<file path="src/design/irtl_pkg.sv">
// shared constants and the queue item type for the ip range table lookup
package irtl_pkg;

    localparam int TABLE_DEPTH = 4096;
    localparam int SLOT_W      = 12;
    localparam int ADDR_W      = 32;
    localparam int COUNT_W     = 13;

    localparam logic CMD_LOAD   = 1'b0;
    localparam logic CMD_LOOKUP = 1'b1;

    // one classified transaction waiting between front and back
    typedef struct packed {
        logic              is_lookup;
        logic [SLOT_W-1:0] slot;
        logic [ADDR_W-1:0] word_a;     // range start on a load, query address on a lookup
        logic [ADDR_W-1:0] word_b;     // range end on a load
    } item_t;

endpackage

</file>
<file path="src/design/irtl_front.sv">
// input side: accepts transactions, drops out-of-range loads, queues the rest
module irtl_front #(
    parameter int TABLE_DEPTH = irtl_pkg::TABLE_DEPTH
) (
    input  logic                         clk,
    input  logic                         rst_n,
    input  logic                         in_valid,
    output logic                         in_ready,
    input  logic                         command,
    input  logic [irtl_pkg::SLOT_W-1:0]  entry_index,
    input  logic [irtl_pkg::ADDR_W-1:0]  range_start,
    input  logic [irtl_pkg::ADDR_W-1:0]  range_end,
    input  logic [irtl_pkg::ADDR_W-1:0]  query_address,
    output logic                         q_valid,
    output irtl_pkg::item_t              q_item,
    input  logic                         q_pop
);

    localparam int QDEPTH = 2;

    irtl_pkg::item_t q_mem [QDEPTH];
    logic            wr_ptr_reg, wr_ptr_next;
    logic            rd_ptr_reg, rd_ptr_next;
    logic [1:0]      count_reg, count_next;
    logic            keep;
    logic            push;
    irtl_pkg::item_t new_item;

    assign keep = (command == irtl_pkg::CMD_LOOKUP)
               || (32'(entry_index) < 32'(TABLE_DEPTH));

    always_comb
    begin
        new_item.is_lookup = (command == irtl_pkg::CMD_LOOKUP);
        new_item.slot      = entry_index;
        new_item.word_a    = (command == irtl_pkg::CMD_LOOKUP) ? query_address : range_start;
        new_item.word_b    = range_end;
    end

    assign in_ready = (count_reg != 2'(QDEPTH));
    assign push     = in_valid && in_ready && keep;
    assign q_valid  = (count_reg != 2'd0);
    assign q_item   = q_mem[rd_ptr_reg];

    always_comb
    begin
        wr_ptr_next = push  ? ~wr_ptr_reg : wr_ptr_reg;
        rd_ptr_next = q_pop ? ~rd_ptr_reg : rd_ptr_reg;
        count_next  = count_reg;
        if (push && !q_pop)
        begin
            count_next = count_reg + 2'd1;
        end
        else if (!push && q_pop)
        begin
            count_next = count_reg - 2'd1;
        end
    end

    always_ff @(posedge clk or negedge rst_n)
    begin
        if (!rst_n)
        begin
            wr_ptr_reg <= 1'b0;
            rd_ptr_reg <= 1'b0;
            count_reg  <= 2'd0;
        end
        else
        begin
            wr_ptr_reg <= wr_ptr_next;
            rd_ptr_reg <= rd_ptr_next;
            count_reg  <= count_next;
        end
    end

    always_ff @(posedge clk)
    begin
        if (push)
        begin
            q_mem[wr_ptr_reg] <= new_item;
        end
    end

endmodule

</file>
<file path="config.mk">
export PLATFORM = sky130hd
export DESIGN_NAME = irtl_front
export DESIGN_NICKNAME = d
export VERILOG_FILES = /design/src/design/irtl_pkg.sv /design/src/design/irtl_front.sv
export SDC_FILE = /design/constraint.sdc
export NUM_CORES = 1
export LEC_CHECK = 0
export BUFFER_PORTS_ARGS = -buffer_cell sky130_fd_sc_hd__buf_2
export CORE_MARGIN = 3
export CORE_UTILIZATION = 30
export DETAILED_ROUTE_END_ITERATION = 7
export PLACE_DENSITY = 0.5
export SLEW_MARGIN = 0
export SYNTH_ARGS = -nofsm -noshare
export SYNTH_HDL_FRONTEND = slang
export SYNTH_SLANG_ARGS = --single-unit
</file>
<file path="constraint.sdc">
create_clock -name clk -period 5 [get_ports clk]
set_input_delay 0.25 -clock clk [delete_from_list [all_inputs] [get_ports clk]]
set_output_delay 0.25 -clock clk [all_outputs]
set_load 0.005 [all_outputs]
</file>
After elaboration in Yosys (flattened, before gate mapping)
Memory sizes are Yosys's and may differ from the RTL's.
Index checks and enable logic that the tools add are counted.
{ "word_totals": {"reg_bits": 4, "mem_bits_rw": 154, "inputBits": 113, "word_cells": 21, "mem_count": 1} }
{ "classes": {"addsub": 2, "eq_ne": 1, "mux": 5, "bitwise_logic": 2, "reduce_logical": 7} }
{ "mem_list": {"columns": ["name", "words", "width", "rd", "rd_clocked_by_memory_dff", "wr", "line_no", "source"], "rows": [
  ["q_mem", 2, 77, 1, 0, 1, "irtl_front.sv:21", "irtl_pkg::item_t q_mem [QDEPTH];"]
]} }
{ "ops": {"columns": ["op", "n"], "rows": [
  ["$mux W32", 1],
  ["$mux W2", 2],
  ["$reduce_bool A2 Y1", 2],
  ["$logic_and A1 B1 Y1", 3],
  ["$add A2 B1 Y2 const B", 1],
  ["$logic_not A1 Y1", 2],
  ["$mux W1", 2],
  ["$ne A2 B2 Y1 const B", 1],
  ["$not A1 Y1", 2],
  ["$sub A2 B1 Y2 const B", 1]
]} }

Longest topological paths before layout
Gate-level depths: netlist of the first run.
{ "depth": {"depth_word": 6, "ltp_mapped": 7} }

Worst setup path before layout of the first run
No wires, ideal clock.
{ "synth_timing": {"path_type": "register to register", "startpoint": "reg count_reg[0]", "endpoint": "mem q_mem[0][0] (netlist bit) (enable)", "arrival_ns": 3.863, "required_time_ns": 4.487, "setup_slack_ns": 0.625, "stages_incl_launch_ff": 4, "path_buffers": 0, "cell_sequence": "dfrtp_1 > nand2b_1 > nand2_1 > nor2_1"} }
{ "synth_between": {"elab_chain_len": 4} }
{ "synth_lines": {"columns": ["element", "line_no", "source"], "rows": [
  ["from (decl)", "irtl_front.sv:24", "logic [1:0] count_reg, count_next;"],
  ["from (signal assigned)", "irtl_front.sv:72", "count_reg <= count_next;"],
  ["$ne A2 B2 Y1", "irtl_front.sv:40", "assign in_ready = (count_reg != 2'(QDEPTH));"],
  ["via in_ready", "irtl_front.sv:8", "output logic in_ready,"],
  ["$logic_and A1 B1 Y1", "irtl_front.sv:41", "assign push = in_valid && in_ready && keep;"],
  ["$mux W1", "irtl_front.sv:78", "if (push)"],
  ["$mux W1 (implied by the code)", "irtl_front.sv:80", "q_mem[wr_ptr_reg] <= new_item;"],
  ["to (decl)", "irtl_front.sv:21", null]
]} }
The timed path passes the listed nets, and every way through them passes these cells.

==> results.toml, run 1 <==
[setup_path]
arrival_ps = 2420
required_ps = 4750
reg2regPathDepth = 4
reg2reg_slack_ps = 2900
crit_family = "flip-flops"
crit_cells = 3
crit_buf_inv = 2
worstPathMaxFanout = 48
critPathSlowestCell = "dfrtp_4"
crit_type = "flip-flop to output pin"
cp-end-kind = "output pin"
cp_cell_sequence = "buf_4 -> mux2_2 -> buf_2"
critical_path.reg2reg.startpoint = "count_reg[0]$_DFFE_PN0P_"
startpoint_type = "flip-flop"
rr_endpoint = "q_mem[0][47]$_DFFE_PP_"
slowest_delay_ps = 860

[cells_and_area]
syn_to_final_growth_pct = 32.4
largest_reg_flops = 154
ff_latch_area_um2 = 4730
num-fill-cells = 1926
fin_cells = 795
n_antenna_cell = 0
mostFrequentLayoutCells = "buf_2 (191), edfxtp_1 (154), mux2_2 (87), mux2_4 (20), dlygate4sd3_1 (19)"
multi_input_area_um2 = 1400
nNetsFinal = 626
final_common_cell = "buf_2"
drive_gt1_frac = 0.640
postLayoutCellArea_um2 = 8220

[cts]
post-cts-setup-buffers = 0
root_buffer = "clkbuf_16"
cts_max_level = 4
insertion_delay_ps = 420
cts_buffers = 17
path_clk_slew_ps = 60
cts_tree = "done"
cts.sinks = 158
clock_path_buffers = 2

[global_routing]
antenna_found_initial = 0
track_usage = 0.112
grt_pass1_wl_um = 18800
overflow = 0
grt_pass1_vias = 3544
grt_max_degree = 78

[floorplan]
io_pins = 192
num_rows = 52
dieWidth_um = 150
die_h_um = 150
start_util = 0.306
die-area_um2 = 22500
fp.coreArea_um2 = 20300

[synth]
synth_compound_area_frac = 0
ys_seq_area_frac = 0.761
synth_top_family_by_area = "multiplexers"
synth_area_leaders = "edfxtp_1 (74%), mux2_2 (16%), mux2_4 (4.8%)"
synth_top_cell_by_area = "edfxtp_1"
syn_inst = 294
async_flop_share = 0.0253
synth-simple-area-share = 0.00483
synth_edf_count = 154
synthMuxAreaShare = 0.210
avgSynthCellArea_um2 = 21.1
synth_xor_area_frac = 0.00705
synth_ff_type = "edfxtp_1"
synth-adder-area-share = 0.00201
synth_top_area_frac = 0.745
synth_warnings = 0
netlist_area_um2 = 6210
ys_seq_elements = 158
syn-num-nets = 408
ys_types = 17

[hold_path]
holdCritStartpoint = "entry_index[2]"
hold_class = "primary input to flip-flop"
hold_end = "q_mem[0][66]$_DFFE_PP_"
hold_depth = 1

[timing]
tightestPinTransition_ps = 1110
final_hold_viol_count = 0
finalClockSkew_ps = 12.6
clock.fmax_ghz = 0.375
final-max-slew-violation-count = 0
finalSetupTns_ps = 0
relSlewSlack = 0.257
final.period_utilization = 0.533
min_period_ps = 2670
setup_viol = 0
rsz0062_at_grt = "false"

[power_and_ir_drop]
max-vdd-ir-drop_mv = 0.208
p_total_mw = 4.39
power.density_nw_per_um2 = 534
power.leakage_nw = 3.17

[place]
gp_congestion = 0.657
dpl_cell_area_um2 = 7450
hpwl_um = 7900
io_buffer_count = 191
dp.cells = 744

[drt]
drt_pass1_iterations = 4
vias_per_cell = 4.24
drc = 0
avgRoutedWirePerCell_um = 15.7
vias = 3370
drtAntennaViolNets = 0
drt-total-wl_um = 12500
drt_iter0_markers = 135

[job]
maxCapViolations = 0

[run_status]
outcome = "finished, final reports clean"
synth_stat cells (2+ instances only):
cell        n
edfxtp_1  154
mux2_2     87
mux2_4     20
buf_2       8
buf_6       4
dfrtp_1     4
xor2_1      3
inv_1       2
mux2_1      2
nor2_1      2
xnor2_1     2
routing by layer:
metal,track usage,share of wire,vias to the layer above,wire length [um]
li1,-,-,1591,-
met1,0.138,0.43,1637,5360
met2,0.182,0.49,128,6120
met3,0.0339,0.070,14,875
met4,0.0457,0.012,0,149
met5,0,0,-,0
final cells by class:
cell class / instances / area share
clock buffers: 17 / 0.0517
clock inverters: 15 / 0.0195
inverters: 2 / 0.000913
multi-input cells: 121 / 0.170
flip-flops and latches: 158 / 0.575
well taps: 270 / 0.0411
repair buffers: 212 / 0.141
how the worst max path moves through the flow:
stage                              from                    end  slack, ps
2_1_floorplan  count_reg[0]$_DFFE_PN0P_  q_mem[0][0]$_DFFE_PP_        620
3_3_place_gp     rd_ptr_reg$_DFFE_PN0P_             q_item[33]       2720
3_5_place_dp     rd_ptr_reg$_DFFE_PN0P_             q_item[33]       2710
4_1_cts          rd_ptr_reg$_DFFE_PN0P_             q_item[33]       2230
5_1_grt          rd_ptr_reg$_DFFE_PN0P_             q_item[36]       2180
6_report         rd_ptr_reg$_DFFE_PN0P_             q_item[36]       2330
logic make-up (layout without fill, tap and decap cells):
group	Yosys count	in the layout
xor+xnor	5	5
fa+ha+maj	1	1
buf+inv	15	246
flops	158	158
mux	109	109
simple gates	6	6
power by group:
| part | total, mW | internal, mW | switching [mW] |
|---|---|---|---|
| Sequential | 1.97 | 1.83 | 0.148 |
| Clock | 1.28 | 0.742 | 0.534 |
| Combinational | 1.14 | 0.614 | 0.526 |
timing repair:
action / CTS / global route
gates resized for setup: 0 / 0
endpoints found under the hold margin: 40 / 0
hold buffers: 19 / 0
through the flow:
stage	setup slack, ps	utilization	hold slack [ps]
after global routing	2180	0.405	3.28
after detailed placement	2710	0.367	68.8
after global placement	2720	0.367	62.4
final	2330	0.405	22.6
after CTS	2230	0.405	0.263
after floorplan	625	-	-45.6
Note: power is estimated with default switching activity, not from simulation.
==> run 2: changes to the inputs <==
PLACE_DENSITY = 0.51   (was 0.5)
clock period = 2.2 ns   (was 5 ns; I/O delays follow)
==> results.toml, run 2 (synthesized netlist as in run 1, its figures left out) <==
[power_and_ir_drop]
switchingPower_mw = 2.72
clkPwrFrac = 0.261
power.leakage_nw = 3.31
intPower_mw = 7.17
power.density_nw_per_um2 = 1150
p_total_mw = 9.89
pwr-share-seq = 0.445
comb_power_share = 0.295
max-vdd-ir-drop_mv = 0.525
switching_share = 0.275

[floorplan]
die_h_um = 150
start_util = 0.306
fp.coreArea_um2 = 20300
dieWidth_um = 150
die-area_um2 = 22500
num_rows = 52
io_pins = 192

[cells_and_area]
syn_to_final_growth_pct = 38.4
largest_reg_flops = 154
nNetsFinal = 663
mostFrequentLayoutCells = "buf_2 (191), edfxtp_1 (154), mux2_2 (87), dlygate4sd3_1 (49), mux2_4 (20)"
drive_gt1_frac = 0.607
n_antenna_cell = 0
postLayoutCellArea_um2 = 8600
fin_cells = 832
final_common_cell = "buf_2"
num-fill-cells = 1903

[setup_path]
cp_cell_sequence = "buf_12 -> mux2_2 -> buf_2"
required_ps = 2090
startpoint = "rd_ptr_reg$_DFFE_PN0P_"
critical_path.reg2reg.startpoint = "count_reg[0]$_DFFE_PN0P_"
rr_endpoint = "q_mem[0][74]$_DFFE_PP_"
endpoint = "q_item[69]"
critPathSlowestCell = "dfrtp_4"
arrival_ps = 1880
startpoint_type = "flip-flop"
reg2reg_slack_ps = 760
crit_type = "flip-flop to output pin"
cp-end-kind = "output pin"
worstPathMaxFanout = 25
slowest_delay_ps = 680
reg2regPathDepth = 4

[cts]
path_clk_slew_ps = 60
cts.sinks = 158
cts_max_level = 4
post-cts-setup-buffers = 0
cts_tree = "done"
root_buffer = "clkbuf_16"
insertion_delay_ps = 400
clock_path_buffers = 2
cts_buffers = 17

[place]
dpl_cell_area_um2 = 7580
io_buffer_count = 191
hpwl_um = 8470
dp_slack_ps = 617
dp.cells = 751
gp_congestion = 0.672

[timing]
rsz0062_at_grt = "false"
finalSetupTns_ps = 0
min_period_ps = 1990
worst_slack_ps = 207
final.period_utilization = 0.906
final_hold_viol_count = 0
relSlewSlack = 0.679
tightestPinTransition_ps = 482
final-max-slew-violation-count = 0
clock.fmax_ghz = 0.502
setup_viol = 0
finalClockSkew_ps = 4.04

[global_routing]
grt_pass1_wl_um = 19600
antenna_found_initial = 0
grt_max_degree = 41
grt_pass1_vias = 3787
track_usage = 0.114
overflow = 0

[drt]
drc = 0
vias_per_cell = 4.22
drt_pass1_iterations = 3
drtAntennaViolNets = 0
avgRoutedWirePerCell_um = 15.4
drt_iter0_markers = 54
drt-total-wl_um = 12800
vias = 3514

[run_status]
outcome = "finished, final reports clean"

[job]
maxCapViolations = 0

[hold_path]
hold_class = "primary input to flip-flop"
## run 2: cell count changes in the layout (fill, tap and decap cells not counted), sizes merged
| cell | before | now |
|---|---|---|
| bufinv | 2 | 0 |
| clkinvlp | 2 | 5 |
| clkinv | 7 | 5 |
| buf | 193 | 200 |
| dlygate4sd3 | 19 | 49 |
| clkbuf | 17 | 19 |
| inv | 6 | 5 |
## run 2: power by group through the flow
stage | Clock [mW] | Sequential (mW) | Combinational, mW
2_1_floorplan | 0 | 4.33 | 1.78
3_3_place_gp | 0 | 4.44 | 2.92
3_5_place_dp | 0 | 4.48 | 2.93
4_1_cts | 2.68 | 4.41 | 3.02
5_1_grt | 2.82 | 4.46 | 3.20
6_report | 2.58 | 4.40 | 2.91
## run 2: area by class of cell
cell class	count	area (um^2)	share of cell area
Timing Repair Buffer	249	1590	0.185
Clock buffer	19	433	0.0504
Multi-Input combinational cell	121	1410	0.164
Sequential cell	158	4730	0.550
Clock inverter	13	90.1	0.0105
Tap cell	270	338	0.0393
Inverter	2	7.51	0.000873
## run 2: repair_timing
item | 4_1_cts | 5_1_grt
hold endpoints to repair | 95 | 0
gates resized for setup | 0 | 0
hold buffers | 49 | 0
## run 2: worst min-delay path by stage
stage                           startpoint                        to  cells after the start
final                      range_start[18]    q_mem[1][50]$_DFFE_PP_                      2
after global routing       range_start[18]    q_mem[1][50]$_DFFE_PP_                      2
after CTS                 query_address[3]    q_mem[0][35]$_DFFE_PP_                      2
after detailed placement             rst_n    rd_ptr_reg$_DFFE_PN0P_                      1
after global placement               rst_n    rd_ptr_reg$_DFFE_PN0P_                      1
after floorplan                      rst_n  count_reg[0]$_DFFE_PN0P_                      0
## run 2: critical path: cells and delay by family, from the launching register on
family	cells	cell delay (ps)
flops	1	680
buf+inv	2	400
mux	1	360
## run 2: per-stage QoR
step           hold slack, ps   util
2_1_floorplan            -186      -
3_3_place_gp            -78.7  0.374
3_5_place_dp            -77.4  0.374
4_1_cts                 0.967  0.424
5_1_grt                  2.44  0.424
6_report                 22.5  0.424
## run 2: layer usage
layer	GRT usage	wire length, um	vias up
met1	0.132	5290	1731
met4	0.0329	125	0
met2	0.197	6300	115
li1	-	-	1661
met5	0	0	-
met3	0.0457	1060	7
